<file path="config.mk">
export PLATFORM = sky130hd
export DESIGN_NAME = drd_lane
export DESIGN_NICKNAME = d
export VERILOG_FILES = /design/src/rtl/drd_pkg.sv /design/src/rtl/drd_lane.sv
export SDC_FILE = /design/constraint.sdc
export NUM_CORES = 1
export LEC_CHECK = 0
export CAP_MARGIN = 25
export CORE_MARGIN = 2
export CORE_UTILIZATION = 45
export CTS_CLUSTER_SIZE = 8
export DETAILED_ROUTE_END_ITERATION = 8
export DONT_BUFFER_PORTS = 1
export PLACE_DENSITY = 0.6
export SETUP_SLACK_MARGIN = 0.1
export SYNTH_ARGS = -nofsm -noshare
export SYNTH_HDL_FRONTEND = slang
export SYNTH_SLANG_ARGS = --single-unit
</file>
<file path="constraint.sdc">
create_clock -name i_clk -period 12.8 [get_ports i_clk]
set_input_delay 1.92 -clock i_clk [delete_from_list [all_inputs] [get_ports i_clk]]
set_output_delay 1.92 -clock i_clk [all_outputs]
set_load 0.02 [all_outputs]
</file>
<file path="src/rtl/drd_pkg.sv">
// shared types, widths and register codes of the detection row decoder
`default_nettype none

package drd_pkg;

    // field widths
    localparam int COORD_IN_W  = 16;
    localparam int COORD_OUT_W = 20;
    localparam int SCALE_W     = 24;
    localparam int PAD_W       = 10;
    localparam int DIM_W       = 12;
    localparam int SCORE_W     = 16;
    localparam int CLASS_W     = 8;
    localparam int POINT_IN_W  = 2 * COORD_IN_W;
    localparam int POINT_OUT_W = 2 * COORD_OUT_W;

    // lane arithmetic
    localparam int FRAC_IN_W = 4;
    localparam int DIFF_W    = COORD_IN_W + 1;
    localparam int MAG_W     = COORD_IN_W;
    localparam int PROD_W    = MAG_W + SCALE_W;
    localparam int KP_SHIFT  = 16;
    localparam int QUOT_W    = PROD_W - KP_SHIFT;

    // keypoints and lanes
    localparam int KEYPOINT_COUNT = 4;
    localparam int RANK_W         = $clog2(KEYPOINT_COUNT);
    localparam int BOX_LANES      = 4;
    localparam int LANE_COUNT     = BOX_LANES + 2 * KEYPOINT_COUNT;

    // keypoint saturation limits, Q15.4
    localparam logic [COORD_OUT_W-1:0] KP_POS_LIMIT = 20'h7FFFF;
    localparam logic [COORD_OUT_W-1:0] KP_NEG_LIMIT = 20'h80000;

    // configuration port
    localparam int APB_DATA_W = 32;
    localparam int APB_ADDR_W = 5;

    // register reset values
    localparam logic [SCALE_W-1:0] RST_INVERSE_SCALE   = 24'd65536;
    localparam logic [PAD_W-1:0]   RST_PAD_LEFT        = 10'd0;
    localparam logic [PAD_W-1:0]   RST_PAD_TOP         = 10'd0;
    localparam logic [DIM_W-1:0]   RST_IMAGE_WIDTH     = 12'd640;
    localparam logic [DIM_W-1:0]   RST_IMAGE_HEIGHT    = 12'd640;
    localparam logic [SCORE_W-1:0] RST_SCORE_THRESHOLD = 16'd32768;

    // register index codes
    typedef enum logic [2:0] {
        REG_INVERSE_SCALE   = 3'd0,
        REG_PAD_LEFT        = 3'd1,
        REG_PAD_TOP         = 3'd2,
        REG_IMAGE_WIDTH     = 3'd3,
        REG_IMAGE_HEIGHT    = 3'd4,
        REG_SCORE_THRESHOLD = 3'd5
    } t_reg_index;

    // one mapped coordinate, signed Q15.4 held as raw bits
    typedef logic [COORD_OUT_W-1:0] t_coord;

    typedef struct packed {
        logic [SCALE_W-1:0] inverse_scale;
        logic [PAD_W-1:0]   pad_left;
        logic [PAD_W-1:0]   pad_top;
        logic [DIM_W-1:0]   image_width;
        logic [DIM_W-1:0]   image_height;
        logic [SCORE_W-1:0] score_threshold;
    } t_cfg;

    typedef struct packed {
        logic load_prod;
        logic load_map;
    } t_lane_ctrl;

    typedef struct packed {
        logic [CLASS_W-1:0]     class_out;
        logic [SCORE_W-1:0]     score_out;
        logic [DIM_W-1:0]       box_x;
        logic [DIM_W-1:0]       box_y;
        logic [DIM_W-1:0]       box_width;
        logic [DIM_W-1:0]       box_height;
        logic [POINT_OUT_W-1:0] corner_top_left;
        logic [POINT_OUT_W-1:0] corner_top_right;
        logic [POINT_OUT_W-1:0] corner_bottom_right;
        logic [POINT_OUT_W-1:0] corner_bottom_left;
    } t_result;

endpackage

`default_nettype wire

</file>
<file path="src/rtl/drd_lane.sv">
// one coordinate lane: pad removal, scale multiply, truncation and saturation
`default_nettype none

module drd_lane (
    input  wire logic                               i_clk,
    input  wire logic signed [drd_pkg::COORD_IN_W-1:0] i_raw,
    input  wire logic [drd_pkg::PAD_W-1:0]          i_pad,
    input  wire logic [drd_pkg::SCALE_W-1:0]        i_scale,
    input  wire drd_pkg::t_lane_ctrl                i_ctrl,
    output drd_pkg::t_coord                         o_coord
);

    logic [drd_pkg::DIFF_W-1:0]   w_diff;
    logic [drd_pkg::DIFF_W-1:0]   w_mag_full;
    logic [drd_pkg::MAG_W-1:0]    w_mag;
    logic                         w_neg;
    logic [drd_pkg::PROD_W-1:0]   n_prod;
    logic [drd_pkg::PROD_W-1:0]   r_prod;
    logic                         r_neg;
    logic [drd_pkg::QUOT_W-1:0]   w_quot;
    drd_pkg::t_coord              n_coord;
    drd_pkg::t_coord              r_coord;

    // subtract the pad in q.4 and split into sign and magnitude
    assign w_diff = {i_raw[drd_pkg::COORD_IN_W-1], i_raw}
                  - {{(drd_pkg::DIFF_W - drd_pkg::PAD_W - drd_pkg::FRAC_IN_W){1'b0}},
                     i_pad, {drd_pkg::FRAC_IN_W{1'b0}}};
    assign w_neg      = w_diff[drd_pkg::DIFF_W-1];
    assign w_mag_full = w_neg ? (~w_diff + drd_pkg::DIFF_W'(1)) : w_diff;
    assign w_mag      = w_mag_full[drd_pkg::MAG_W-1:0];

    // magnitude times inverse scale, exact q.20
    assign n_prod = w_mag * i_scale;

    always_ff @(posedge i_clk) begin
        if (i_ctrl.load_prod) begin
            r_prod <= n_prod;
            r_neg  <= w_neg;
        end
    end

    // drop 16 fraction bits toward zero, saturate to signed 20 bits
    assign w_quot = r_prod[drd_pkg::PROD_W-1:drd_pkg::KP_SHIFT];

    always_comb begin
        if (r_neg) begin
            if (w_quot > drd_pkg::QUOT_W'(drd_pkg::KP_NEG_LIMIT)) begin
                n_coord = drd_pkg::KP_NEG_LIMIT;
            end else begin
                n_coord = ~w_quot[drd_pkg::COORD_OUT_W-1:0] + drd_pkg::COORD_OUT_W'(1);
            end
        end else begin
            if (w_quot > drd_pkg::QUOT_W'(drd_pkg::KP_POS_LIMIT)) begin
                n_coord = drd_pkg::KP_POS_LIMIT;
            end else begin
                n_coord = w_quot[drd_pkg::COORD_OUT_W-1:0];
            end
        end
    end

    always_ff @(posedge i_clk) begin
        if (i_ctrl.load_map) begin
            r_coord <= n_coord;
        end
    end

    assign o_coord = r_coord;

endmodule

`default_nettype wire

</file>
=== Word level (Yosys, flattened, before mapping) ===
Cells that the tools add are included.

* Register bits: 61
* Output and inout bits: 20

* Add/subtract/negate cells: 3
* Multipliers: 1
* Magnitude comparators: 2
* Muxes and demuxes: 4
* Bitwise gates (word level): 2

{| class="wikitable"
|+ Operators by type and width
! kind !! count
|-
| $mux W20 || 3
|-
| $mul A16 B24 Y40 || 1
|-
| $gt A24 B19 Y1 const B || 1
|-
| $gt A24 B20 Y1 const B || 1
|-
| $add A20 B1 Y20 const B || 1
|-
| $not A20 Y20 || 1
|-
| $sub A16 B15 Y17 || 1
|-
| $add A16 B1 Y16 const B || 1
|-
| $mux W16 || 1
|-
| $not A16 Y16 || 1
|}

=== Longest topological paths before layout ===
* Depth after elaboration: 5
* Depth in mapped cells: 34

=== Worst setup path after synthesis ===
No wires, ideal clock.

* Kind: input-to-reg
* Start: input i_raw[4] (netlist bit)
* End: register r_prod[37] (netlist bit), data pin
* Library setup time: 0.265 ns
* Data arrival time: 9.863 ns
* Data required time: 12.535 ns
* Setup slack: 2.672 ns
* Cell stages on the path: 33
* Path buffers: 2
* Path through: inv_1 ha_1 fa_1 nor2b_1 o31a_1 o21ai_0 nor2b_1 xnor2_1 or3b_1 o21ai_1 xnor2_1 clkbuf_1 nor2b_1 fa_1 inv_1 fa_1 fa_1 fa_1 inv_1 fa_1 inv_1 fa_1 inv_1 ha_1 clkbuf_1 a21oi_1 o21ai_0 a311oi_1 o21ai_0 o21a_1 a221o_1 and4_4 or3_1

* Cells in the longest elaborated chain, start to end: 5

{| class="wikitable"
|+ Ends and longest elaborated chain
! item !! line !! RTL
|-
| from (decl) || drd_lane.sv:6 || <nowiki>input wire logic signed [drd_pkg::COORD_IN_W-1:0] i_raw,</nowiki>
|-
| $sub A16 B15 Y17 * || drd_lane.sv:26 || <nowiki>- {{(drd_pkg::DIFF_W - drd_pkg::PAD_W - drd_pkg::FRAC_IN_W){1'b0}},</nowiki>
|-
| $not A16 Y16 || drd_lane.sv:29 || <nowiki>assign w_mag_full = w_neg ? (~w_diff + drd_pkg::DIFF_W'(1)) : w_diff;</nowiki>
|-
| $add A16 B1 Y16 || drd_lane.sv:29 ||
|-
| $mux W16 * || drd_lane.sv:29 ||
|-
| $mul A16 B24 Y40 * || drd_lane.sv:33 || <nowiki>assign n_prod = w_mag * i_scale;</nowiki>
|-
| net n_prod, one bit || drd_lane.sv:17 || <nowiki>logic [drd_pkg::PROD_W-1:0] n_prod;</nowiki>
|-
| to (signal assigned) || drd_lane.sv:37 || <nowiki>r_prod <= n_prod;</nowiki>
|-
| to (decl) || drd_lane.sv:18 || <nowiki>logic [drd_pkg::PROD_W-1:0] r_prod;</nowiki>
|}

Mark *: on every way through the listed nets, which the timed path passes. The rest lies on a longest branch.
A chain may end at the register's enable or synchronous reset.

=== Worst setup path in the final report ===
Ends and elaborated chain as after synthesis.

==> metrics <==
Setup CP Type in2reg; GRT overflow 0; Synth Warn # 0; Core Util, Final between 40% and 50%; diode count 0; CP startpoint kind primary input; EDFF count, synth 45; worst hold path class reg2reg; finished layout cell area roughly 15000 sq um; DRT Wirelength 35.37 mm; Die Span Y 185.5 um; Initial Util a little under half; Tot GR Track Use 21.97%; worst slew pin tran about 900 ps; H-Tree Depth 2; Syn Nets around 2.2k; slew margin rel. roughly two fifths; DR pass1 iterations 5; crit end category flip-flop; initial antenna violation count 0; hold_sp r_prod[26]; M1 wire length about 16 mm; setup TNS 0 ps; post_cts resized 0; most common cell after layout, fill and taps aside inv_1; Mapped Area approximately 15000 sq um; worst hold slack approximately 670 ps; Avg WL per Cell roughly 17 um; RSZ-0062 raised after global routing false; placed inst area 15330 sq um; mean area per synthesized cell between 8 and 9 sq um; Hold Fails Final Rpt 0; die span in x approximately 190 um; post-synthesis register bit count 45; maximum fanout along the worst path 15; DRT antenna net count 0; final net count roughly 2.1k; post-synth top area cell fa_1; Worst EP required about 13000 ps; post-synthesis cell count around 1.7k; DRC 0; TritonCTS buffer count 5; Max Cap Violations 0; clk root buf clkbuf_16; Top Ports between 70 and 80; postcts setup bufs 0; synth top area cells fa_1 (41%), ha_1 (10%), inv_1 (9.3%); Post-DP HPWL between 20 and 30 mm; Starting DRT DRC Count 589; largest net degree at the start of global routing 32; clock transition at the registers of the reported paths ~60 ps; Distinct cells, synth 66; area of the multi-input gates between 10000 and 15000 sq um; first-pass GRT wire length ~60 mm; core outline area ~32000 sq um; most used cell, CP fa_1; clock skew 3.924 ps; Worst Setup SP i_raw[4]; area grow syn2layout 4.524%; Setup Viol. Count Final 0; vias in the first global route around 11k; routed vias/inst 5.288; TritonCTS Sinks 45; Worst EP arrival roughly 11000 ps; storage element area between 1000 and 1500 sq um; most frequent cells in the layout inv_1 (366), fa_1 (306), nand2_1 (265); Fmax achieved roughly 94 MHz; min cycle time layout approximately 11000 ps; placer congestion estimate 0.8607; worst skew pair latency ~290 ps; uppermost layer routed met4; FF-to-FF Start r_prod[16]; # hold bufs at CTS 0; routed wl met2 between 15 and 20 mm; final period utilization 82.72%; CTS tree yes; # rows 66; status finished, final reports clean; fraction of layout cells with a size suffix above 1 under 10%; die area ~34000 sq um; wire length on met3 between 1.5 and 2 mm; Synth Flop Type edfxtp_1; post-synth top area share roughly two fifths; vias approximately 11k; clk buf depth 2; async set-reset flop share out of synthesis 0%; highest-delay cell along the critical path o41ai_1; sequential area share after synthesis 9.116%; max incr delay on CP roughly 690 ps; Port Buf Inserts 0; layout filler cell count about 3.2k; Slew Limit Fails 0
[logic make-up (layout without fill, tap and decap cells)]
logic type / Yosys count / after routing / share of synthesized area (%)
fa+ha+maj: 427 / 427 / 51.54
flops: 45 / 45 / 9.116
simple gates: 549 / 549 / 18.03
compound gates: 170 / 170 / 7.496
xor+xnor: 42 / 42 / 2.482
buf+inv: 436 / 388 / 11.13
mux: 3 / 3 / 0.2110
[synthesized netlist by cell type, types with 4 or more instances]
library cell,count
nand2b_1,20
or3_1,11
a211o_1,5
nand4_1,13
nor3b_1,6
xor2_1,15
fa_1,306
a21oi_1,42
nand2_1,265
nor3_1,19
clkbuf_1,65
nor2b_1,37
and2_1,113
nor2_1,39
nand3_1,14
a211oi_1,4
xnor2_1,27
a21boi_0,5
o21ai_0,41
o311ai_0,4
a21o_1,9
o21a_1,4
o21bai_1,4
a31oi_1,15
edfxtp_1,45
o211a_1,9
inv_1,366
ha_1,121
[worst max-delay path, delay by kind of cell]
kind / cells / cell delay (ps)
fa+ha+maj: 9 / 4140
compound gates: 8 / 1970
simple gates: 6 / 1240
xor+xnor: 2 / 790
buf+inv: 6 / 530
[sequential cells by signal (all words and copies together), names as in the netlist]
signal and flops:
r_prod 24, o_coord 20, r_neg 1
[stage by stage]
stage	cells	setup WS, ps
final	2066	2212
after global routing	2066	1598
after CTS	2065	2193
after detailed placement	2057	1917
after global placement	2057	2090
after floorplan	1672	2672
[metal layers]
layer  track usage [%]  vias to the layer above
met5                 0                        -
met4             3.683                        0
met3             2.211                       42
met2             37.48                      256
met1             30.86                     5623
li1                  -                     5004
[layout make-up]
type / instances / share of cell area [%]
sequential: 45 / 8.722
clock inverter: 3 / 0.1373
clock buffer: 5 / 0.8076
inverter: 367 / 8.891
tap: 442 / 3.569
timing repair buffer: 13 / 0.6784
multi-input combinational: 1191 / 77.19
[final timing paths]
check           endpoint  slack (ps)  cells past startpoint
min reg2reg  o_coord[10]         670                      1
max           r_prod[37]        2210                     31
max reg2reg   o_coord[3]        8840                     10
min          o_coord[10]         670                      1
Power is not shown: default switching activity piles up to over one toggle a cycle in this logic, so the estimate is an artifact.
