## src/rtl/drd_pkg.sv

```systemverilog
// shared types, widths and register codes of the detection row decoder
`default_nettype none

package drd_pkg;

    // field widths
    localparam int COORD_IN_W  = 16;
    localparam int COORD_OUT_W = 20;
    localparam int SCALE_W     = 24;
    localparam int PAD_W       = 10;
    localparam int DIM_W       = 12;
    localparam int SCORE_W     = 16;
    localparam int CLASS_W     = 8;
    localparam int POINT_IN_W  = 2 * COORD_IN_W;
    localparam int POINT_OUT_W = 2 * COORD_OUT_W;

    // lane arithmetic
    localparam int FRAC_IN_W = 4;
    localparam int DIFF_W    = COORD_IN_W + 1;
    localparam int MAG_W     = COORD_IN_W;
    localparam int PROD_W    = MAG_W + SCALE_W;
    localparam int KP_SHIFT  = 16;
    localparam int QUOT_W    = PROD_W - KP_SHIFT;

    // keypoints and lanes
    localparam int KEYPOINT_COUNT = 4;
    localparam int RANK_W         = $clog2(KEYPOINT_COUNT);
    localparam int BOX_LANES      = 4;
    localparam int LANE_COUNT     = BOX_LANES + 2 * KEYPOINT_COUNT;

    // keypoint saturation limits, Q15.4
    localparam logic [COORD_OUT_W-1:0] KP_POS_LIMIT = 20'h7FFFF;
    localparam logic [COORD_OUT_W-1:0] KP_NEG_LIMIT = 20'h80000;

    // configuration port
    localparam int APB_DATA_W = 32;
    localparam int APB_ADDR_W = 5;

    // register reset values
    localparam logic [SCALE_W-1:0] RST_INVERSE_SCALE   = 24'd65536;
    localparam logic [PAD_W-1:0]   RST_PAD_LEFT        = 10'd0;
    localparam logic [PAD_W-1:0]   RST_PAD_TOP         = 10'd0;
    localparam logic [DIM_W-1:0]   RST_IMAGE_WIDTH     = 12'd640;
    localparam logic [DIM_W-1:0]   RST_IMAGE_HEIGHT    = 12'd640;
    localparam logic [SCORE_W-1:0] RST_SCORE_THRESHOLD = 16'd32768;

    // register index codes
    typedef enum logic [2:0] {
        REG_INVERSE_SCALE   = 3'd0,
        REG_PAD_LEFT        = 3'd1,
        REG_PAD_TOP         = 3'd2,
        REG_IMAGE_WIDTH     = 3'd3,
        REG_IMAGE_HEIGHT    = 3'd4,
        REG_SCORE_THRESHOLD = 3'd5
    } t_reg_index;

    // one mapped coordinate, signed Q15.4 held as raw bits
    typedef logic [COORD_OUT_W-1:0] t_coord;

    typedef struct packed {
        logic [SCALE_W-1:0] inverse_scale;
        logic [PAD_W-1:0]   pad_left;
        logic [PAD_W-1:0]   pad_top;
        logic [DIM_W-1:0]   image_width;
        logic [DIM_W-1:0]   image_height;
        logic [SCORE_W-1:0] score_threshold;
    } t_cfg;

    typedef struct packed {
        logic load_prod;
        logic load_map;
    } t_lane_ctrl;

    typedef struct packed {
        logic [CLASS_W-1:0]     class_out;
        logic [SCORE_W-1:0]     score_out;
        logic [DIM_W-1:0]       box_x;
        logic [DIM_W-1:0]       box_y;
        logic [DIM_W-1:0]       box_width;
        logic [DIM_W-1:0]       box_height;
        logic [POINT_OUT_W-1:0] corner_top_left;
        logic [POINT_OUT_W-1:0] corner_top_right;
        logic [POINT_OUT_W-1:0] corner_bottom_right;
        logic [POINT_OUT_W-1:0] corner_bottom_left;
    } t_result;

endpackage

`default_nettype wire

```

## src/rtl/drd_cfg.sv

```systemverilog
// apb register file for scale, padding, image size and score threshold
`default_nettype none

module drd_cfg (
    input  wire logic                             i_clk,
    input  wire logic                             i_rst_n,
    input  wire logic                             psel,
    input  wire logic                             penable,
    input  wire logic                             pwrite,
    input  wire logic [drd_pkg::APB_ADDR_W-1:0]   paddr,
    input  wire logic [drd_pkg::APB_DATA_W-1:0]   pwdata,
    output logic      [drd_pkg::APB_DATA_W-1:0]   prdata,
    output logic                                  pready,
    output drd_pkg::t_cfg                         o_cfg
);

    drd_pkg::t_cfg      r_cfg;
    drd_pkg::t_cfg      n_cfg;
    drd_pkg::t_reg_index w_index;
    logic               w_write;

    assign w_index = drd_pkg::t_reg_index'(paddr[drd_pkg::APB_ADDR_W-1:2]);
    assign w_write = psel && penable && pwrite;
    assign pready  = 1'b1;

    // write decode, value masked to the register width
    always_comb begin
        n_cfg = r_cfg;
        if (w_write) begin
            case (w_index)
                drd_pkg::REG_INVERSE_SCALE: begin
                    n_cfg.inverse_scale = pwdata[drd_pkg::SCALE_W-1:0];
                end
                drd_pkg::REG_PAD_LEFT: begin
                    n_cfg.pad_left = pwdata[drd_pkg::PAD_W-1:0];
                end
                drd_pkg::REG_PAD_TOP: begin
                    n_cfg.pad_top = pwdata[drd_pkg::PAD_W-1:0];
                end
                drd_pkg::REG_IMAGE_WIDTH: begin
                    n_cfg.image_width = pwdata[drd_pkg::DIM_W-1:0];
                end
                drd_pkg::REG_IMAGE_HEIGHT: begin
                    n_cfg.image_height = pwdata[drd_pkg::DIM_W-1:0];
                end
                drd_pkg::REG_SCORE_THRESHOLD: begin
                    n_cfg.score_threshold = pwdata[drd_pkg::SCORE_W-1:0];
                end
                default: begin
                    n_cfg = r_cfg;
                end
            endcase
        end
    end

    // register bank
    always_ff @(posedge i_clk) begin
        if (!i_rst_n) begin
            r_cfg.inverse_scale   <= drd_pkg::RST_INVERSE_SCALE;
            r_cfg.pad_left        <= drd_pkg::RST_PAD_LEFT;
            r_cfg.pad_top         <= drd_pkg::RST_PAD_TOP;
            r_cfg.image_width     <= drd_pkg::RST_IMAGE_WIDTH;
            r_cfg.image_height    <= drd_pkg::RST_IMAGE_HEIGHT;
            r_cfg.score_threshold <= drd_pkg::RST_SCORE_THRESHOLD;
        end else begin
            r_cfg <= n_cfg;
        end
    end

    // read mux
    always_comb begin
        case (w_index)
            drd_pkg::REG_INVERSE_SCALE: begin
                prdata = drd_pkg::APB_DATA_W'(r_cfg.inverse_scale);
            end
            drd_pkg::REG_PAD_LEFT: begin
                prdata = drd_pkg::APB_DATA_W'(r_cfg.pad_left);
            end
            drd_pkg::REG_PAD_TOP: begin
                prdata = drd_pkg::APB_DATA_W'(r_cfg.pad_top);
            end
            drd_pkg::REG_IMAGE_WIDTH: begin
                prdata = drd_pkg::APB_DATA_W'(r_cfg.image_width);
            end
            drd_pkg::REG_IMAGE_HEIGHT: begin
                prdata = drd_pkg::APB_DATA_W'(r_cfg.image_height);
            end
            drd_pkg::REG_SCORE_THRESHOLD: begin
                prdata = drd_pkg::APB_DATA_W'(r_cfg.score_threshold);
            end
            default: begin
                prdata = '0;
            end
        endcase
    end

    assign o_cfg = r_cfg;

endmodule

`default_nettype wire

```

## config.mk

```make
export PLATFORM = sky130hd
export DESIGN_NAME = drd_cfg
export DESIGN_NICKNAME = d
export VERILOG_FILES = /design/src/rtl/drd_pkg.sv /design/src/rtl/drd_cfg.sv
export SDC_FILE = /design/constraint.sdc
export NUM_CORES = 1
export LEC_CHECK = 0
export BUFFER_PORTS_ARGS = -buffer_cell sky130_fd_sc_hd__buf_4
export CORE_MARGIN = 5
export CORE_UTILIZATION = 41
export DETAILED_ROUTE_END_ITERATION = 8
export PLACE_DENSITY_LB_ADDON = 0.25
export SETUP_SLACK_MARGIN = 0.2
export SLEW_MARGIN = 20
export SYNTH_ARGS = -nofsm -noshare
export SYNTH_HDL_FRONTEND = slang
export SYNTH_SLANG_ARGS = --single-unit
```

## constraint.sdc

```tcl
create_clock -name i_clk -period 1.4 [get_ports i_clk]
set_clock_uncertainty 0.2 [all_clocks]
set_input_delay 0.14 -clock i_clk [delete_from_list [all_inputs] [get_ports i_clk]]
set_output_delay 0.14 -clock i_clk [all_outputs]
set_load 0.02 [all_outputs]
```

# Word level (Yosys, flattened, before mapping)
# Cells that the tools add are included.
[totals] out_inout_bits=117 inputBits=42 ff_bits=84 word_cells=21
[op_classes] n_eq_ne=5 reduce_logical=9 mux=1
[ops] operator="24-bit one-hot mux with 6 select lines" count=1
[ops] operator="2-bit AND reduction" count=6
[ops] operator="3-bit by 2-bit == test with 1-bit output, second input constant" count=2
[ops] operator="3-bit == test, second input constant" count=2
[ops] operator="3-bit by 1-bit == test with 1-bit output, second input constant" count=1
[ops] operator="3-bit logical NOT" count=1
[ops] operator="1-bit logical AND" count=2

# Depth between registers and ports, before layout
# Gate-level depths: netlist of run 1.
[depth] word_depth=3 depth_mapped=6 ltp_nobuf=3

# Worst setup path after synthesis of run 1
# Ideal clock, no wire load.
[synth_timing] kind="input -> output" from="input port paddr[2] in the netlist's numbering" to="output port prdata[0] in the netlist's numbering" t_arrival_ns=1.283 t_required_ns=1.060 slack_ns=-0.223 path_stages=5 n_path_buf=3 path_cell_list="buf_2 > buf_2 > buf_2 > mux2i_1 > o221ai_1"
[synth_via] elab_chain_cells=2 elab_cells_between_ends=7 classes_between="eq/ne (5); mux (1); reduce/logical (1)"
[synth_lines] element="from (decl)" line="drd_cfg.sv:10" rtl="input wire logic [drd_pkg::APB_ADDR_W-1:0] paddr,"
[synth_lines] element="3-bit == test (tied with other cells)" line="drd_cfg.sv:72" rtl="case (w_index)"
[synth_lines] element="24-bit one-hot mux with 6 select lines (*)" line="drd_cfg.sv:72"
[synth_lines] element="to (decl)" line="drd_cfg.sv:12" rtl="output logic [drd_pkg::APB_DATA_W-1:0] prdata,"
# Every way passes the cells marked *; elsewhere a longest branch is shown, timed or not.

# Worst setup path in the final report of run 1
[layout_timing] from="register r_cfg (netlist bit o_cfg[43])" to="output port prdata[3] in the netlist's numbering"
[layout_via] elab_chain_cells=1
[layout_lines] element="from (decl)" line="drd_cfg.sv:17" rtl="drd_pkg::t_cfg r_cfg;"
[layout_lines] element="from (signal assigned)" line="drd_cfg.sv:66" rtl="r_cfg <= n_cfg;"
[layout_lines] element="24-bit one-hot mux with 6 select lines" line="drd_cfg.sv:72"
# No other way between the ends.

==> results.tsv, run 1 <==
metric	value	unit
TritonCTS sink count	84	
fmax	563	MHz
layout cells sized above 1	0.588	
ANT cells	0	
setup TNS	-3010	ps
dpl cell area	5490	um^2
DRC Markers	0	
most common cell after layout, fill and taps aside	buf_6	
Area Growth Syn to Fin	83.7	%
setup slack at placement	-174	ps
HP Class	input port to flip-flop	
leak pwr	3.10	nW
IO buf count	139	
max cap viols	0	
Clock Tree Buf Depth	2	
core footprint	9280	um^2
gpl congestion	0.835	
DP HPWL	8.96	mm
Syn Area/Cell	9.43	um^2
Tot Pwr	5.18	mW
Final Setup Violations	13	
CTS tree	built	
chip width	108	um
GRT Total Usage	0.221	
IO Count	159	
WL final	14.7	mm
routed vias/inst	5.06	
drt pass-1 iters	4	
unrepaired setup endpoints after global routing	true	
total grt overflow	0	
Setup CP Type	flip-flop to output pin	
Initial Utilization	0.423	
design area	7210	um^2
Die Area	11600	um^2
nets@finish	697	
initial antenna violation count	0	
Rows	35	
initial drt markers	141	
post-route clock period utilization	1.27	
first-pass GRT wire length	20.2	mm
Cells after Synth	416	
largest net degree at the start of global routing	54	
Worst-Skew Late Latency	350	ps
failing checks	setup timing	
DRT antenna net count	0	
Worst EP required	1060	ps
Clock Tree Root	clkbuf_8	
worst-path fanout max	2	
synthesized cell area	3920	um^2
Final Hold Viols	0	
Ys Warns	0	
number of global-route vias before repair	3895	
status	finished, violations left	
Setup crit start kind	flip-flop	
Max VDD drop	0.560	mV
CTS buffer count	9	
slack of the critical path	-377	ps
register bit total from synthesis	84	
WL per Instance	18.7	um
Die H	108	um
clk slew on worst S/H paths	90	ps
fin cells	787	
Final min period	1780	ps
via count	3986	
Synth cell types	30	
placed insts	694	
Seq/Total Area, Yosys	0.429	
Max Slew Vio Count	0	
P per Cell Area	718	nW/um^2
H-tree levels	3	
Critical Path End Type	output pin	
most frequent cells in the layout	buf_6 (131), nand2_1 (101), mux2i_1 (99)	
Largest register FFs	84	
CP Data Arrival Time	1440	ps
layer usage:
layer  GRT usage  routed length (um)
met1       0.268                5940
met2       0.394                7420
met3      0.0342                 852
met4      0.0784                 501
met5           0                   0
synth_stat cells:
cell	number	area (um^2)
nor3_2	1	10.0
o21ai_0	6	30.0
nand2b_1	3	18.8
clkbuf_1	18	67.6
o221ai_1	5	43.8
o311ai_0	1	8.76
dfxtp_1	84	1680
o21a_1	3	22.5
nor2b_1	10	62.6
or3b_1	1	8.76
o22ai_1	3	18.8
nor2_1	7	26.3
nand4b_1	2	17.5
nor3_1	2	10.0
mux2_2	5	56.3
nor2_2	2	12.5
nand4b_4	1	23.8
buf_6	4	45.0
nand2_1	104	390
a2bb2oi_1	5	43.8
nand4_1	1	6.26
inv_1	3	11.3
conb_1	2	7.51
buf_4	9	67.6
a22oi_1	6	45.0
buf_2	9	45.0
a32oi_1	3	26.3
mux2i_1	104	1040
or3_1	2	12.5
and2_1	10	62.6
cell type report:
type                    instances  area [um^2]
flip-flops and latches         84         1800
multi-input cells             296         2250
clock buffers                   9          124
clock inverters                 5          103
repair buffers                261         2760
fillers                       581         2080
well taps                     129          161
inverters                       3         11.3
power by group:
part	total (mW)	internal (mW)	switching, mW
clock	2.03	1.16	0.869
combinational	0.732	0.376	0.356
sequential	2.41	2.39	0.0182
total	5.18	3.93	1.24
through the flow:
stage,hold slack (ps),utilization
CTS,2.98,0.686
finish,3.12,0.776
global placement,195,0.591
global route,50.4,0.776
detailed placement,210,0.591
floorplan,82.2,-
cells by family (layout without fill, tap and decap cells):
kind of cell    count (synthesis)  after routing  synth area share
compound gates                 32             32            0.0609
flops                          84             84             0.429
simple gates                  146            146             0.169
other cells                     2              9           0.00191
mux                           109            109             0.280
buf+inv                        43            278            0.0603
repair_timing:
action,CTS,global route
cloned,0,4
pin swaps,5,16
resized for setup,130,125
hold buffers,22,0
setup endpoints to repair,108,153
endpoints found under the hold margin,63,0
setup buffers,20,33
worst paths after layout:
kind         cells after the start         to  startpoint  slack [ps]
max                              4  prdata[3]   o_cfg[43]        -380
min reg2reg                      2   o_cfg[0]    o_cfg[0]         280
min                              3  o_cfg[32]   pwdata[4]           3
max reg2reg                      7  o_cfg[46]   o_cfg[46]          40
worst max-delay path: stages (launching register included):
cell and delay [ps]:
dfxtp_2 330, mux2_4 280, a32oi_1 200, o21ai_1 100, buf_4 170
Note: power is estimated with default switching activity, not from simulation.
==> run 2: changes to the inputs <==
SKIP_CTS_REPAIR_TIMING = 1   (was not set)
clock period = 2.2 ns   (was 1.4 ns; I/O delays follow)
==> run 2 against run 1 <==
Against the previous run: clock power decreased by 44%; largest power group unchanged; the flow now finishes without violations; sequential share of layout area up 5.9 points; first-iteration DRC count up 9.9%; cell area down 25%; sequential cell count is the same; die area unchanged; count of clock-buffer cells in the layout grew 4; global-route usage shrank 2.4 points; critical path depth increased by 1; highest routed layer unchanged; critical path type is now input port to output pin; hold slack gained 3.7 ps; register-to-register slack better by 1300 ps; via count decreased by 14%.
==> results.tsv, run 2 (synthesized netlist as in run 1, its figures left out) <==
metric	value	unit	change
post-route clock period utilization	0.861		
Final Hold Viols	0		unchanged
Max Slew Vio Count	0		unchanged
nets@finish	605		-13%
total grt overflow	0		unchanged
Tot Pwr	2.98	mW	-42%
layout cells sized above 1	0.320		-0.268
Critical Path End Type	output pin		
Area Growth Syn to Fin	38.6	%	
Setup crit start kind	input port		
P per Cell Area	548	nW/um^2	-24%
initial drt markers	155		+9.9%
flop-to-flop setup slack	1300	ps	+1260 ps
CTS tree	built		
Die H	108	um	unchanged
Die Area	11600	um^2	unchanged
DRT antenna net count	0		unchanged
DRC Markers	0		unchanged
most frequent cells in the layout	buf_4 (153), mux2i_1 (104), nand2_1 (104)		
setup TNS	0	ps	+3010 ps
placed insts	667		-3.9%
clk slew on worst S/H paths	80	ps	about the same
core footprint	9280	um^2	unchanged
Worst-Skew Late Latency	340	ps	about the same
largest net degree at the start of global routing	57		+5.6%
worst-path fanout max	27		+25
# fillers	855		+47%
TritonCTS sink count	84		unchanged
Critical Path Max Stage Delay	380	ps	+50 ps
routed vias/inst	4.91		-3.0%
IO buf count	139		unchanged
Worst Max-Slew Pin Slew	548	ps	
fmax	528	MHz	
leak pwr	2.34	nW	-25%
WL per Instance	16.5	um	-12%
chip width	108	um	unchanged
ANT cells	0		unchanged
Slowest-stage cell, CP	nand2b_1		
via count	3424		-14%
fin cells	697		-11%
Initial Utilization	0.423		unchanged
Final Setup Violations	0		-13
CP Data Arrival Time	1470	ps	+30 ps
Rows	35		unchanged
Max VDD drop	0.281	mV	-50%
drt pass-1 iters	4		unchanged
Largest register FFs	84		unchanged
GRT Total Usage	0.197		-0.0237
initial antenna violation count	0		unchanged
Final min period	1890	ps	
relative slew slack	0.635		
gpl congestion	0.795		-4.8%
cell mode on critical path	buf_4		
dpl cell area	5090	um^2	-7.3%
DP HPWL	8.37	mm	-6.6%
unrepaired setup endpoints after global routing	false		
HP Class	input port to flip-flop		
status	completed		
Setup CP Type	input port to output pin		
number of global-route vias before repair	3406		-13%
WL final	11.5	mm	-22%
Critical Path, Cell by Cell	buf_4 -> nand2b_1 -> o221ai_1 -> o21a_1 -> buf_4		
first-pass GRT wire length	18.0	mm	-11%
Clock Tree Root	clkbuf_8		
design area	5440	um^2	-25%
most common cell after layout, fill and taps aside	buf_4		
Clock Tree Buf Depth	2		unchanged
max cap viols	0		unchanged
H-tree levels	3		unchanged
Worst EP required	1780	ps	+720 ps
IO Count	159		unchanged
CTS buffer count	9		unchanged
-- run 2: cell types whose count changed in the layout (fill, tap and decap cells not counted), moves of 7 or more --
cell and change:
and2_4 -8, dfxtp_1 +84, and2_1 +7, dlygate4sd3_1 -8, dfxtp_2 -77, buf_4 +64, buf_6 -131, dfxtp_4 -7
buf_12 -9
-- run 2: metrics by stage --
step / utilization / hold slack, ps / setup slack [ps]
6_report: 0.586 / 6.85 / 305
5_1_grt: 0.586 / 12.9 / 204
4_1_cts: 0.570 / -91.9 / 234
3_5_place_dp: 0.548 / 265 / 241
3_3_place_gp: 0.548 / 255 / 264
2_1_floorplan: - / 162 / 417
-- run 2: routing by layer --
metal / global-route usage / vias up / wire length (um)
li1: - / 1694 / -
met1: 0.248 / 1596 / 5100
met2: 0.320 / 120 / 5330
met3: 0.0624 / 14 / 907
met4: 0.0667 / 0 / 175
met5: 0 / - / 0
-- run 2: layout make-up --
class | instances | area (um^2) | share of cell area
multi-input cells | 296 | 2050 | 0.377
well taps | 129 | 161 | 0.0297
repair buffers | 169 | 1330 | 0.244
inverters | 3 | 11.3 | 0.00207
flip-flops and latches | 84 | 1680 | 0.309
clock inverters | 3 | 45.0 | 0.00828
clock buffers | 13 | 159 | 0.0292
-- run 2: power breakdown --
group          total, mW  internal (mW)  switching, mW
clock network       1.13          0.588          0.540
registers           1.54           1.53        0.00972
logic              0.311          0.130          0.180
-- run 2: final timing paths --
| check | startpoint | endpoint | cells after the start |
|---|---|---|---|
| setup / recovery | paddr[4] | prdata[1] | 5 |
| hold / removal | pwdata[10] | o_cfg[26] | 3 |
| setup reg to reg | o_cfg[15] | o_cfg[15] | 2 |
| hold reg to reg | o_cfg[72] | o_cfg[72] | 2 |
-- run 2: worst max-delay path: cells and delay by family --
| kind | cells | cell delay [ps] |
|---|---|---|
| buf+inv | 2 | 410 |
| simple gates | 1 | 380 |
| compound gates | 2 | 440 |
