<file path="config.mk">
export PLATFORM = sky130hd
export DESIGN_NAME = drd_merge
export DESIGN_NICKNAME = d
export VERILOG_FILES = /design/src/rtl/drd_pkg.sv /design/src/rtl/drd_merge.sv
export SDC_FILE = /design/constraint.sdc
export NUM_CORES = 1
export LEC_CHECK = 0
export BUFFER_PORTS_ARGS = -buffer_cell sky130_fd_sc_hd__buf_2
export CAP_MARGIN = 10
export CORE_AREA = 2 2 200 202
export DETAILED_ROUTE_END_ITERATION = 10
export DIE_AREA = 0 0 202 204
export SYNTH_ARGS = -nofsm -noshare
export SYNTH_HDL_FRONTEND = slang
export SYNTH_SLANG_ARGS = --single-unit
</file>
<file path="constraint.sdc">
create_clock -name vclk -period 9.9
set_input_delay 1.98 -clock vclk [all_inputs]
set_output_delay 1.98 -clock vclk [all_outputs]
set_load 0.02 [all_outputs]
</file>
<file path="src/rtl/drd_pkg.sv">
// shared types, widths and register codes of the detection row decoder
`default_nettype none

package drd_pkg;

    // field widths
    localparam int COORD_IN_W  = 16;
    localparam int COORD_OUT_W = 20;
    localparam int SCALE_W     = 24;
    localparam int PAD_W       = 10;
    localparam int DIM_W       = 12;
    localparam int SCORE_W     = 16;
    localparam int CLASS_W     = 8;
    localparam int POINT_IN_W  = 2 * COORD_IN_W;
    localparam int POINT_OUT_W = 2 * COORD_OUT_W;

    // lane arithmetic
    localparam int FRAC_IN_W = 4;
    localparam int DIFF_W    = COORD_IN_W + 1;
    localparam int MAG_W     = COORD_IN_W;
    localparam int PROD_W    = MAG_W + SCALE_W;
    localparam int KP_SHIFT  = 16;
    localparam int QUOT_W    = PROD_W - KP_SHIFT;

    // keypoints and lanes
    localparam int KEYPOINT_COUNT = 4;
    localparam int RANK_W         = $clog2(KEYPOINT_COUNT);
    localparam int BOX_LANES      = 4;
    localparam int LANE_COUNT     = BOX_LANES + 2 * KEYPOINT_COUNT;

    // keypoint saturation limits, Q15.4
    localparam logic [COORD_OUT_W-1:0] KP_POS_LIMIT = 20'h7FFFF;
    localparam logic [COORD_OUT_W-1:0] KP_NEG_LIMIT = 20'h80000;

    // configuration port
    localparam int APB_DATA_W = 32;
    localparam int APB_ADDR_W = 5;

    // register reset values
    localparam logic [SCALE_W-1:0] RST_INVERSE_SCALE   = 24'd65536;
    localparam logic [PAD_W-1:0]   RST_PAD_LEFT        = 10'd0;
    localparam logic [PAD_W-1:0]   RST_PAD_TOP         = 10'd0;
    localparam logic [DIM_W-1:0]   RST_IMAGE_WIDTH     = 12'd640;
    localparam logic [DIM_W-1:0]   RST_IMAGE_HEIGHT    = 12'd640;
    localparam logic [SCORE_W-1:0] RST_SCORE_THRESHOLD = 16'd32768;

    // register index codes
    typedef enum logic [2:0] {
        REG_INVERSE_SCALE   = 3'd0,
        REG_PAD_LEFT        = 3'd1,
        REG_PAD_TOP         = 3'd2,
        REG_IMAGE_WIDTH     = 3'd3,
        REG_IMAGE_HEIGHT    = 3'd4,
        REG_SCORE_THRESHOLD = 3'd5
    } t_reg_index;

    // one mapped coordinate, signed Q15.4 held as raw bits
    typedef logic [COORD_OUT_W-1:0] t_coord;

    typedef struct packed {
        logic [SCALE_W-1:0] inverse_scale;
        logic [PAD_W-1:0]   pad_left;
        logic [PAD_W-1:0]   pad_top;
        logic [DIM_W-1:0]   image_width;
        logic [DIM_W-1:0]   image_height;
        logic [SCORE_W-1:0] score_threshold;
    } t_cfg;

    typedef struct packed {
        logic load_prod;
        logic load_map;
    } t_lane_ctrl;

    typedef struct packed {
        logic [CLASS_W-1:0]     class_out;
        logic [SCORE_W-1:0]     score_out;
        logic [DIM_W-1:0]       box_x;
        logic [DIM_W-1:0]       box_y;
        logic [DIM_W-1:0]       box_width;
        logic [DIM_W-1:0]       box_height;
        logic [POINT_OUT_W-1:0] corner_top_left;
        logic [POINT_OUT_W-1:0] corner_top_right;
        logic [POINT_OUT_W-1:0] corner_bottom_right;
        logic [POINT_OUT_W-1:0] corner_bottom_left;
    } t_result;

endpackage

`default_nettype wire

</file>
<file path="src/rtl/drd_merge.sv">
// merge of lane results: box clamp, empty box check, keypoint ordering
`default_nettype none

module drd_merge (
    input  wire drd_pkg::t_coord             i_x1,
    input  wire drd_pkg::t_coord             i_y1,
    input  wire drd_pkg::t_coord             i_x2,
    input  wire drd_pkg::t_coord             i_y2,
    input  wire drd_pkg::t_coord             i_px [drd_pkg::KEYPOINT_COUNT],
    input  wire drd_pkg::t_coord             i_py [drd_pkg::KEYPOINT_COUNT],
    input  wire logic [drd_pkg::DIM_W-1:0]   i_image_width,
    input  wire logic [drd_pkg::DIM_W-1:0]   i_image_height,
    input  wire logic [drd_pkg::CLASS_W-1:0] i_class,
    input  wire logic [drd_pkg::SCORE_W-1:0] i_score,
    output drd_pkg::t_result                 o_result,
    output logic                             o_keep
);

    localparam int PIX_W = drd_pkg::COORD_OUT_W - 1 - drd_pkg::FRAC_IN_W;

    logic [drd_pkg::DIM_W-1:0]   w_x1;
    logic [drd_pkg::DIM_W-1:0]   w_y1;
    logic [drd_pkg::DIM_W-1:0]   w_x2;
    logic [drd_pkg::DIM_W-1:0]   w_y2;
    logic [drd_pkg::DIM_W:0]     w_w;
    logic [drd_pkg::DIM_W:0]     w_h;
    logic [drd_pkg::RANK_W-1:0]  w_rank [drd_pkg::KEYPOINT_COUNT];
    drd_pkg::t_coord             w_sx [drd_pkg::KEYPOINT_COUNT];
    drd_pkg::t_coord             w_sy [drd_pkg::KEYPOINT_COUNT];
    drd_pkg::t_coord             w_ox [drd_pkg::KEYPOINT_COUNT];
    drd_pkg::t_coord             w_oy [drd_pkg::KEYPOINT_COUNT];

    // whole pixels from a q15.4 value, clamped to [0, limit]
    function automatic logic [drd_pkg::DIM_W-1:0] to_pixel(
        input drd_pkg::t_coord v,
        input logic [drd_pkg::DIM_W-1:0] limit
    );
        logic [PIX_W-1:0] whole;
        whole = v[drd_pkg::COORD_OUT_W-2:drd_pkg::FRAC_IN_W];
        if (v[drd_pkg::COORD_OUT_W-1]) begin
            to_pixel = '0;
        end else if (whole > PIX_W'(limit)) begin
            to_pixel = limit;
        end else begin
            to_pixel = whole[drd_pkg::DIM_W-1:0];
        end
    endfunction

    // box corners and extent
    assign w_x1 = to_pixel(i_x1, i_image_width);
    assign w_y1 = to_pixel(i_y1, i_image_height);
    assign w_x2 = to_pixel(i_x2, i_image_width);
    assign w_y2 = to_pixel(i_y2, i_image_height);
    assign w_w  = {1'b0, w_x2} - {1'b0, w_x1};
    assign w_h  = {1'b0, w_y2} - {1'b0, w_y1};
    assign o_keep = !w_w[drd_pkg::DIM_W] && (w_w[drd_pkg::DIM_W-1:0] != '0)
                 && !w_h[drd_pkg::DIM_W] && (w_h[drd_pkg::DIM_W-1:0] != '0);

    // stable rank by y: earlier equal keys stay in front
    always_comb begin
        for (int i = 0; i < drd_pkg::KEYPOINT_COUNT; i++) begin
            w_rank[i] = '0;
            for (int j = 0; j < drd_pkg::KEYPOINT_COUNT; j++) begin
                if ((j < i && $signed(i_py[j]) <= $signed(i_py[i]))
                        || (j > i && $signed(i_py[j]) < $signed(i_py[i]))) begin
                    w_rank[i] = w_rank[i] + drd_pkg::RANK_W'(1);
                end
            end
        end
    end

    // place each point at its rank
    always_comb begin
        for (int r = 0; r < drd_pkg::KEYPOINT_COUNT; r++) begin
            w_sx[r] = '0;
            w_sy[r] = '0;
            for (int i = 0; i < drd_pkg::KEYPOINT_COUNT; i++) begin
                if (w_rank[i] == drd_pkg::RANK_W'(r)) begin
                    w_sx[r] = i_px[i];
                    w_sy[r] = i_py[i];
                end
            end
        end
    end

    // order each pair by x, swap only on strictly smaller x
    always_comb begin
        for (int k = 0; k < drd_pkg::KEYPOINT_COUNT; k += 2) begin
            if ($signed(w_sx[k+1]) < $signed(w_sx[k])) begin
                w_ox[k]   = w_sx[k+1];
                w_oy[k]   = w_sy[k+1];
                w_ox[k+1] = w_sx[k];
                w_oy[k+1] = w_sy[k];
            end else begin
                w_ox[k]   = w_sx[k];
                w_oy[k]   = w_sy[k];
                w_ox[k+1] = w_sx[k+1];
                w_oy[k+1] = w_sy[k+1];
            end
        end
    end

    // result fields
    always_comb begin
        o_result.class_out           = i_class;
        o_result.score_out           = i_score;
        o_result.box_x               = w_x1;
        o_result.box_y               = w_y1;
        o_result.box_width           = w_w[drd_pkg::DIM_W-1:0];
        o_result.box_height          = w_h[drd_pkg::DIM_W-1:0];
        o_result.corner_top_left     = {w_ox[0], w_oy[0]};
        o_result.corner_top_right    = {w_ox[1], w_oy[1]};
        o_result.corner_bottom_right = {w_ox[3], w_oy[3]};
        o_result.corner_bottom_left  = {w_ox[2], w_oy[2]};
    end

endmodule

`default_nettype wire

</file>
# Yosys cells after proc, flatten, opt, wreduce, memory -nomap -nowiden

Index checks and enable logic that the tools add are counted.

Register bits after elaboration: 0
Latch bits: 0
Bits in writable memories: 0
Bits in read-only memories: 0
Output and inout bits: 233
Memories: 0

$add $sub $neg: 10
$mul: 0
Divide/modulo/power cells: 0
Order comparisons: 18
Equality and inequality tests: 12
Shifts and indexed selects: 0
Muxes and demuxes: 56
Bitwise gates (word level): 0
Reduce and logical (&&, ||, !) cells: 11

Operators by type and width:

| operator                                      | number |
|---|---|
| 2-to-1 mux 20 bit                             | 32 |
| less-than comparator 20 bit                   | 8 |
| 2-to-1 mux 40 bit                             | 4 |
| less-or-equal comparator 20 bit               | 6 |
| 2-to-1 mux 12 bit                             | 8 |
| greater-than comparator 15 x 12 -> 1 bit      | 4 |
| subtractor 12 x 12 -> 13 bit                  | 2 |
| nonzero test 12 bit                           | 2 |
| == test 2 bit, second input constant          | 8 |
| 2-to-1 mux 2 bit                              | 8 |
| adder 2 x 1 -> 2 bit, second input constant   | 7 |
| == test 2 x 1 -> 1 bit, second input constant | 4 |
| zero test 2 bit                               | 4 |
| 2-to-1 mux 1 bit                              | 4 |
| logical AND 1 bit                             | 3 |
| adder 1 x 1 -> 2 bit, second input constant   | 1 |
| zero test 1 bit                               | 2 |

# Logic depth before layout (Yosys ltp)

Gate-level depths: netlist (run 1).

Depth after elaboration: 13
Depth in mapped cells: 37
Depth with buffers taken out: 34

# Least setup slack after synthesis (run 1)

OpenSTA, ideal clock, no wires.

Path kind: in2out
Start: input i_py[25] (netlist name)
End: output o_result[10] (netlist name)
Data arrival time: 8718 ps
Data required time: 7920 ps
Setup slack: -798 ps
Stages on the path: 32
Buffers on the path: 3
Path through: inv_1 -> ha_1 -> a21o_1 -> a21o_1 -> a21o_1 -> a21o_1 -> a21o_1 -> a21oi_1 -> nor2b_1 -> o21ai_0 -> o2111ai_1 -> mux2i_1 -> a21oi_1 -> ha_1 -> clkbuf_1 -> inv_1 -> nand2_1 -> and3b_1 -> or2_2 -> or2_2 -> nor3_2 -> buf_2 -> a221oi_1 -> ha_1 -> nand4_1 -> or2_2 -> nor4_1 -> nor2b_1 -> nand2b_1 -> clkbuf_1 -> a21oi_1 -> nor4_1

RTL lines:

| what               | RTL line        | text |
|---|---|---|
| start: declaration | drd_merge.sv:10 | `input wire drd_pkg::t_coord i_py [drd_pkg::KEYPOINT_COUNT],` |
| end: declaration   | drd_merge.sv:15 | `output drd_pkg::t_result o_result,` |

==> impl_metrics.py, run 1 <==
metrics = {
    "final_layout": {
        "share_of_layout_cells_above_drive_strength_1_pct": 52.51,
        "num-clock-buffers": 0,
        "finalCoreUtilization_pct": 65.23,
        "area_growth_from_synthesis_to_final_layout_pct": 84.66,
        "fillCellCount": 3197,
        "ff_latch_area_um2": 0,
        "final_common_cell": "buf_4",
        "area_taken_by_multi_input_logic_gates_mm2": 0.01534,
        "fin_nets": 3444,
        "commonest_non_fill_non_tap_cells_in_the_layout": "611 x buf_4, 301 x buf_2, 222 x ha_1",
        "sequential_cell_total": 0,
    },
    "synth": {
        "combinational_family_with_the_most_area_after_synthesis": "compound AO/OA/AOI/OAI gates",
        "yosys.area_share.adder_pct": 22.16,
        "yosys-mux-area-fraction_pct": 13.48,
        "ys_seq_area_share_pct": 0,
        "synthesis.instances": 1953,
        "synth.lib_cells_used.distinct": 78,
        "synthSimpleGateAreaFrac_pct": 19.67,
        "fraction_of_the_mapped_netlist_area_in_compound_gates_pct": 34.15,
        "synthesis.nets": 2485,
        "synth_xor_area_share_pct": 0.8858,
        "yosysWarningCount": 0,
        "synth.cell_area_mm2": 0.01384,
        "synth_area_per_cell_um2": 7.088,
    },
    "drt": {
        "firstDrtPassIters": 9,
        "drt_drc_violations_left": 0,
        "routedWlPerCell_um": 24.18,
        "avgViaCountPerCell": 6.254,
        "routed-via-count": 21530,
        "initial_detailed_routing_violation_count": 2165,
        "totalWireLength_um": 83240,
        "detail-route-antenna-nets": 0,
    },
    "placed_design": {
        "preCtsSetupSlack_ps": -1303,
        "routabilityCongestion": 0.9742,
        "port_buffers": 457,
        "dp.final_hpwl_um": 60510,
    },
    "floorplan": {
        "initial_core_utilization_pct": 35.33,
        "pin_count": 521,
        "die_h_um": 204,
        "design.die.area_mm2": 0.04121,
        "coreArea_mm2": 0.03918,
        "chipWidth_um": 202,
        "rows": 73,
    },
    "min_path": {
        "min-delay-start": "i_score[2]",
        "hold_path_class": "input port to primary output",
        "hold_path_depth": 0,
        "end_of_the_worst_hold_path": "o_result[210]",
    },
    "worst_setup_path": {
        "critPathMostFrequentCell": "buf_12",
        "worst_path_max_delay_cell": "or4b_4",
        "critPathArrivalTime_ps": 8700,
        "critical_path.max_stage_delay_ps": 540,
        "cp_data_required_time_ps": 7920,
        "worst-path-max-fanout": 8,
        "timing.critical_path.from_type": "input port",
        "path_class": "input port to primary output",
        "critPathCaptureType": "primary output",
    },
    "sta": {
        "timing_max_transition_violations_final": 0,
        "setup_viol_count_final": 156,
        "slew_headroom_pct": 31.98,
        "maxClockFrequency_mhz": 93.60,
        "layout_worst_path_cycle_share_pct": 107.9,
        "finalHoldViolCount": 0,
        "period_needed_ps": 10680,
        "tns_ps": -89860,
        "post-route-worst-setup-slack_ps": -783.5,
        "timing_worst_slew_pin_value_ps": 1020,
        "grt_setup_unrepaired": "true",
        "finalHoldWorstSlack_ps": 3960,
    },
    "flow_run": {
        "maxCapViolCount": 0,
    },
    "global_route": {
        "first_global_vias": 21380,
        "global_route_usage_over_all_layers_pct": 37.37,
        "globalRouteOverflowTotal": 0,
        "grt_start_max_net_pins": 38,
        "antenna_violations_before_repair": 8,
        "grt_pass1_wl_um": 121100,
    },
    "clocking": {
        "cts_hold_repair.buffers": 0,
    },
    "outcome": {
        "failed_checks": "negative setup slack",
        "outcome": "finished, violations left",
    },
}
## cell type report
cell class	instances	area share [%]
timing repair buffer	1111	35.08
inverter	152	2.271
antenna	7	0.06853
tap	525	2.570
multi-input combinational	1647	60.01
## through the flow
step	cell area (um2)	std cells
CTS	24450	3393
detailed placement	20840	3226
floorplan	14840	1953
finish	25560	3442
global placement	20840	3226
global route	25560	3441
## worst max-delay path: cells and delay by family
| family | cells | cell delay (ps) |
|---|---|---|
| AO/OA/AOI/OAI | 12 | 2310 |
| AND/OR/NAND/NOR | 4 | 1420 |
| buffers and inverters | 9 | 1270 |
| multiplexers | 3 | 870 |
| adder cells (fa/ha/maj) | 3 | 830 |
## worst max path at each step
| stage | slack, ps | startpoint | end |
|---|---|---|---|
| 2_1_floorplan | -420 | i_py[25] | o_result[144] |
| 3_3_place_gp | -1200 | i_py[65] | o_result[81] |
| 3_5_place_dp | -1300 | i_py[65] | o_result[81] |
| 4_1_cts | -420 | i_py[25] | o_result[85] |
| 5_1_grt | -960 | i_py[25] | o_result[86] |
| 6_report | -780 | i_py[75] | o_result[86] |
## cell families (layout without fill, tap and decap cells)
| kind of cell | count (synthesis) | after routing |
|---|---|---|
| adder cells (fa/ha/maj) | 244 | 244 |
| other | 0 | 7 |
| AND/OR/NAND/NOR | 534 | 534 |
| XOR/XNOR | 14 | 14 |
| multiplexers | 182 | 182 |
| AO/OA/AOI/OAI | 673 | 673 |
| buffers and inverters | 306 | 1263 |
## metal layers
| layer | part of all wire [%] | GRT usage (%) |
|---|---|---|
| met1 | 36 | 42.46 |
| met5 | 0.020 | 0 |
| met3 | 9.4 | 7.733 |
| met4 | 7.7 | 22.77 |
| met2 | 47 | 64.41 |
## synth_stat cells (5+ instances only)
master | number | area [um2]
o31ai_1 | 6 | 45.04
buf_2 | 15 | 75.07
and2_1 | 6 | 37.54
or3_1 | 8 | 50.05
nand4_1 | 44 | 275.3
xnor2_1 | 5 | 43.79
a211oi_1 | 32 | 240.2
o21ai_1 | 7 | 35.03
a21oi_1 | 194 | 970.9
a31oi_1 | 7 | 43.79
nand2b_1 | 20 | 125.1
nand3_1 | 20 | 100.1
clkbuf_1 | 99 | 371.6
o22ai_1 | 41 | 256.5
and3_1 | 5 | 31.28
o21ai_0 | 62 | 310.3
mux2i_1 | 156 | 1562
inv_1 | 152 | 570.6
buf_4 | 27 | 202.7
mux2_1 | 20 | 225.2
a21o_1 | 40 | 300.3
a21boi_0 | 5 | 37.54
a221oi_1 | 78 | 683.2
or2_2 | 35 | 219.0
nor2b_1 | 26 | 162.7
xor2_1 | 9 | 78.83
ha_1 | 242 | 3028
nor4_1 | 34 | 212.7
o221ai_1 | 59 | 516.8
o21a_1 | 23 | 172.7
buf_6 | 9 | 101.4
nor3_1 | 30 | 150.1
nor2_1 | 191 | 716.9
a22oi_1 | 21 | 157.7
nor3b_1 | 21 | 157.7
nand2_1 | 73 | 274.0
a221o_1 | 60 | 600.6
## repair_timing
| action | 4_1_cts | 5_1_grt |
|---|---|---|
| pin swaps | 112 | 37 |
| buffers inserted | 166 | 47 |
| endpoints found under the setup margin | 160 | 161 |
| gates cloned | 12 | 3 |
| resized for setup | 513 | 185 |
==> run 2: changes to the inputs <==
--- a/config.mk
+++ b/config.mk
@@ -10,6 +10,7 @@
 export CORE_AREA = 2 2 200 202
 export DETAILED_ROUTE_END_ITERATION = 10
 export DIE_AREA = 0 0 202 204
+export MAX_ROUTING_LAYER = met4
 export SYNTH_ARGS = -nofsm -noshare
 export SYNTH_HDL_FRONTEND = slang
 export SYNTH_SLANG_ARGS = --single-unit
==> run 2 against run 1 <==
The flow still finishes with violations (negative setup slack). Final area down 4.1%. Worst setup slack better by 130 ps. Via count down 4.5%. Global-route usage down 0.29 points. Highest routed layer is now met4. Non-clock buffer count down 67. Hold slack unchanged.
==> impl_metrics.py, run 2 (synthesis results as in run 1) <==
metrics = {
    "outcome": {
        "outcome": "finished, violations left",
        "failed_checks": "negative setup slack",
    },
    "power": {
        "power_density_mw_per_mm2": 511.1,
        "power.sequential.fraction_pct": 0,
        "total_switching_power_mw": 6.242,
        "cell_internal_pwr_mw": 6.289,
        "share_comb_of_total_power_pct": 100.0,
        "power.leakage_nw": 11.79,
        "swShare_pct": 49.81,
        "pwr-share-clk_pct": 0,
        "vdd_drop_max_mv": 0.6202,
    },
    "min_path": {
        "min-delay-start": "i_score[2]",
        "end_of_the_worst_hold_path": "o_result[210]",
        "hold_path_class": "input port to primary output",
        "hold_path_depth": 0,
    },
    "drt": {
        "routed-via-count": 20550,
        "detail-route-antenna-nets": 0,
        "initial_detailed_routing_violation_count": 1837,
        "firstDrtPassIters": 6,
        "routedWlPerCell_um": 23.27,
        "drt_drc_violations_left": 0,
        "totalWireLength_um": 78620,
        "avgViaCountPerCell": 6.083,
    },
    "placed_design": {
        "dpl_cell_area_mm2": 0.02084,
        "routabilityCongestion": 1.000,
        "port_buffers": 457,
        "dp.final_hpwl_um": 60720,
    },
    "sta": {
        "timing_max_transition_violations_final": 0,
        "maxClockFrequency_mhz": 94.79,
        "finalHoldWorstSlack_ps": 3960,
        "setup_viol_count_final": 156,
        "finalHoldViolCount": 0,
        "slew_headroom_pct": 48.13,
        "grt_setup_unrepaired": "true",
        "layout_worst_path_cycle_share_pct": 106.6,
        "post-route-worst-setup-slack_ps": -649.4,
        "period_needed_ps": 10550,
        "timing_worst_slew_pin_value_ps": 778.1,
    },
    "final_layout": {
        "sequential_cell_total": 0,
        "final_common_cell": "buf_4",
        "num-clock-buffers": 0,
        "fin_nets": 3377,
        "share_of_layout_cells_above_drive_strength_1_pct": 51.07,
        "commonest_non_fill_non_tap_cells_in_the_layout": "580 x buf_4, 302 x buf_2, 218 x ha_1",
        "area_growth_from_synthesis_to_final_layout_pct": 77.11,
        "final_design_area_no_fill_mm2": 0.02452,
        "fillCellCount": 3352,
        "ff_latch_area_um2": 0,
        "finalCoreUtilization_pct": 62.57,
    },
    "floorplan": {
        "coreArea_mm2": 0.03918,
        "rows": 73,
        "design.die.area_mm2": 0.04121,
        "pin_count": 521,
        "chipWidth_um": 202,
        "die_h_um": 204,
        "initial_core_utilization_pct": 35.33,
    },
    "global_route": {
        "global_route_usage_over_all_layers_pct": 37.08,
        "globalRouteOverflowTotal": 0,
        "antenna_violations_before_repair": 10,
        "grt_pass1_wl_um": 117300,
        "first_global_vias": 20610,
        "grt_start_max_net_pins": 37,
    },
    "flow_run": {
        "maxCapViolCount": 0,
    },
    "worst_setup_path": {
        "critPathCaptureType": "primary output",
        "worst_path_max_delay_cell": "or4b_4",
        "worst-path-max-fanout": 5,
        "critical_path.max_stage_delay_ps": 540,
        "critPathMostFrequentCell": "a21o_1",
        "cp_data_required_time_ps": 7920,
        "path_class": "input port to primary output",
        "timing.critical_path.from_type": "input port",
        "critPathArrivalTime_ps": 8570,
    },
    "clocking": {
        "cts_hold_repair.buffers": 0,
    },
}
## run 2: final cells by class
| type | count | area (um2) | share of cell area (%) |
|---|---|---|---|
| repair buffers | 1044 | 8180 | 33.37 |
| diodes | 10 | 25.02 | 0.1021 |
| well taps | 525 | 656.9 | 2.679 |
| inverters | 152 | 575.6 | 2.348 |
| multi-input cells | 1647 | 15080 | 61.50 |
## run 2: power by group through the flow
stage,registers (mW),clock network [mW],logic (mW)
finish,0,0.000000136,12.5
global route,0,0.000000135,13.0
CTS,0,0,12.1
detailed placement,0,0,9.06
global placement,0,0,8.96
floorplan,0,0,5.81
## run 2: worst max-delay path by stage
stage | start | to | cells past startpoint
finish | i_py[53] | o_result[105] | 36
global route | i_py[53] | o_result[120] | 35
CTS | i_py[65] | o_result[87] | 39
detailed placement | i_py[25] | o_result[81] | 38
global placement | i_py[25] | o_result[81] | 38
floorplan | i_py[25] | o_result[144] | 35
## run 2: stage by stage
step	TNS [ps]	setup WS, ps	total power, mW	instances
finish	-81340	-649.4	12.53	3378
global route	-110570	-811.8	13.02	3378
CTS	-50350	-502.3	12.09	3366
detailed placement	-183420	-1405	9.064	3244
global placement	-177400	-1315	8.960	3244
floorplan	-50050	-421.4	5.814	1953
## run 2: critical path: cells and delay by family
kind                       cells  cell delay (ps)
muxes                          2              450
adders and majority gates      3              810
and+or+nand+nor                4              840
AOI/OAI and AO/OA             17             3350
buffers and inverters         10             1100
## run 2: repair_timing
item                                    4_1_cts  5_1_grt
gates cloned                                 11        1
endpoints found under the setup margin      160      160
buffers inserted                            117        2
pin swaps                                   118       19
resized for setup                           600       34
## run 2: metal layers
| layer | part of all wire, % | track usage, % | wire length, um |
|---|---|---|---|
| met5 | 0 | - | 0 |
| met4 | 6.6 | 21.17 | 5214 |
| met3 | 8.1 | 5.804 | 6349 |
| met2 | 47 | 61.39 | 37070 |
| met1 | 38 | 42.75 | 29990 |
Note: power is estimated with default switching activity, not from simulation.
==> run 3: changes to the inputs <==
--- a/config.mk
+++ b/config.mk
@@ -5,12 +5,15 @@
 export SDC_FILE = /design/constraint.sdc
 export NUM_CORES = 1
 export LEC_CHECK = 0
+export ABC_AREA = 1
 export BUFFER_PORTS_ARGS = -buffer_cell sky130_fd_sc_hd__buf_2
 export CAP_MARGIN = 10
 export CORE_AREA = 2 2 200 202
 export DETAILED_ROUTE_END_ITERATION = 10
 export DIE_AREA = 0 0 202 204
+export GPL_ROUTABILITY_DRIVEN = 0
 export MAX_ROUTING_LAYER = met4
+export PLACE_DENSITY = 0.66
 export SYNTH_ARGS = -nofsm -noshare
 export SYNTH_HDL_FRONTEND = slang
 export SYNTH_SLANG_ARGS = --single-unit
==> run 3 against run 2 <==
The run now ends clean. Die area unchanged. Maximum frequency increased by 7.8%. Count of clock-buffer cells in the layout is the same. Core utilization down 13 points. Synthesized area grew 6.2%. Sequential cell count is the same. First-iteration DRC count rose by 38%.
==> impl_metrics.py, run 3 <==
metrics = {
    "sta": {
        "maxClockFrequency_mhz": 102.2,
        "finalHoldViolCount": 0,
        "post-route-worst-setup-slack_ps": 117.1,
        "period_needed_ps": 9783,
        "setup_viol_count_final": 0,
        "layout_worst_path_cycle_share_pct": 98.82,
        "slew_headroom_pct": 52.12,
        "finalHoldWorstSlack_ps": 3960,
        "timing_max_transition_violations_final": 0,
        "timing_worst_slew_pin_value_ps": 710.7,
    },
    "worst_setup_path": {
        "timing.critical_path.buf_inv": 11,
        "path_class": "input port to primary output",
        "worst-path-max-fanout": 18,
        "critPathCaptureType": "primary output",
        "cp_data_required_time_ps": 7920,
        "critical_path.max_stage_delay_ps": 550,
        "path_delay_family": "simple AND/OR/NAND/NOR gates",
        "worst_path_max_delay_cell": "or4_4",
        "timing.critical_path.from_type": "input port",
        "critPathArrivalTime_ps": 7800,
    },
    "flow_run": {
        "maxCapViolCount": 0,
    },
    "power": {
        "power.leakage_nw": 10.60,
        "fin_total_pwr_mw": 8.367,
        "power_density_mw_per_mm2": 434.9,
        "vdd_drop_max_mv": 0.3952,
    },
    "final_layout": {
        "fin_nets": 3617,
        "area_growth_from_synthesis_to_final_layout_pct": 30.86,
        "finalCoreUtilization_pct": 49.10,
        "fillCellCount": 4160,
        "num-clock-buffers": 0,
        "sequential_cell_total": 0,
        "share_of_layout_cells_above_drive_strength_1_pct": 25.53,
        "commonest_non_fill_non_tap_cells_in_the_layout": "435 x buf_2, 384 x nand2_1, 355 x inv_1, 355 x nand3_1, 239 x ha_1",
        "ff_latch_area_um2": 0,
        "final_common_cell": "buf_2",
    },
    "drt": {
        "routed-via-count": 20930,
        "drt_drc_violations_left": 0,
        "routedWlPerCell_um": 19.05,
        "firstDrtPassIters": 9,
        "avgViaCountPerCell": 5.782,
        "detail-route-antenna-nets": 0,
        "totalWireLength_um": 68940,
        "initial_detailed_routing_violation_count": 2538,
    },
    "synth": {
        "yosysWarningCount": 0,
        "synth.cell_area_mm2": 0.01470,
        "post-synth-top-count-cell": "nand2_1",
        "synth.lib_cells_used.distinct": 46,
        "synth_area_per_cell_um2": 5.582,
        "synth_top_cells_by_count": "407 x nand2_1, 358 x inv_1, 357 x nand3_1, 244 x o21ai_0, 242 x ha_1",
        "netlist.area_leader.share_pct": 20.59,
        "synthesis.nets": 3166,
        "ys_top_cells_by_area": "ha_1 21%, nand3_1 12%, nand2_1 10%",
        "yosys.area.top_type": "ha_1",
        "synthesis.instances": 2634,
        "ys_seq_area_share_pct": 0,
    },
    "global_route": {
        "grt_pass1_wl_um": 99220,
        "first_global_vias": 17790,
        "antenna_violations_before_repair": 8,
        "grt_start_max_net_pins": 57,
        "globalRouteOverflowTotal": 0,
        "global_route_usage_over_all_layers_pct": 30.95,
    },
    "placed_design": {
        "dp.final_hpwl_um": 54250,
        "preCtsSetupSlack_ps": -10.64,
        "port_buffers": 457,
    },
    "floorplan": {
        "rows": 73,
        "initial_core_utilization_pct": 37.52,
        "coreArea_mm2": 0.03918,
        "design.die.area_mm2": 0.04121,
        "die_h_um": 204,
        "chipWidth_um": 202,
        "pin_count": 521,
    },
    "outcome": {
        "outcome": "complete, no violations",
    },
    "min_path": {
        "end_of_the_worst_hold_path": "o_result[208]",
        "hold_path_class": "input port to primary output",
        "hold_path_depth": 0,
        "min-delay-start": "i_score[0]",
    },
}
[run 3: cell types whose count changed after synthesis, sizes merged, moves of 41 or more]
cell,change
mux2i,-159
nor2,+41
a221oi,-76
nand2,+354
o21ai,+176
o22ai,+177
inv,+211
a21oi,-94
o221ai,-58
a221o,-60
nand3,+343
[run 3: power breakdown]
| group | total [mW] | internal, mW | switching [mW] | leakage [nW] |
|---|---|---|---|---|
| Clock | 0.000000149 | 0.000000149 | 0 | 0.0000697 |
| Combinational | 8.37 | 2.96 | 5.41 | 10.6 |
| Sequential | 0 | 0 | 0 | 0 |
[run 3: timing repair]
item,in CTS,in global routing
pin swaps,0,25
setup buffers,0,12
endpoints found under the setup margin,3,160
hold buffers,0,0
hold endpoints to repair,0,0
cloned,0,8
gates resized for setup,4,147
[run 3: cell families (layout without fill, tap and decap cells)]
logic type,count (synthesis),after routing,share of synthesized area (%)
buffers and inverters,565,1014,16.28
and+or+nand+nor,1100,1100,33.39
other,0,11,0
AOI/OAI and AO/OA,708,708,28.45
adders and majority gates,244,244,20.87
xor gates and xnor gates,17,17,1.013
[run 3: how the worst max path moves through the flow]
stage / start / endpoint / slack [ps] / cells past startpoint
final: i_py[33] / o_result[5] / 120 / 37
after floorplan: i_py[39] / o_result[115] / 510 / 34
after global placement: i_py[39] / o_result[10] / 40 / 37
after global routing: i_py[33] / o_result[0] / -80 / 38
after detailed placement: i_py[39] / o_result[106] / -10 / 39
after CTS: i_py[39] / o_result[43] / 30 / 36
[run 3: routing by layer]
metal	up-vias	global-route usage [%]	wire length, um
li1	10130	-	-
met1	9199	41.07	28080
met2	1369	46.83	29140
met3	229	5.214	8204
met4	0	11.74	3519
met5	-	-	0
[run 3: final cells by class]
cell class	instances	area, um2	area share [%]
well taps	525	656.9	3.414
repair buffers	651	4310	22.40
diodes	11	27.53	0.1431
inverters	363	1370	7.121
multi-input cells	2069	12870	66.92
[run 3: metrics by stage]
stage	area (um2)	TNS [ps]	cells
global route	19230	-3739	3616
CTS	18260	0	3588
finish	19240	0	3619
global placement	18240	0	3588
detailed placement	18240	-10.64	3588
floorplan	14700	0	2634
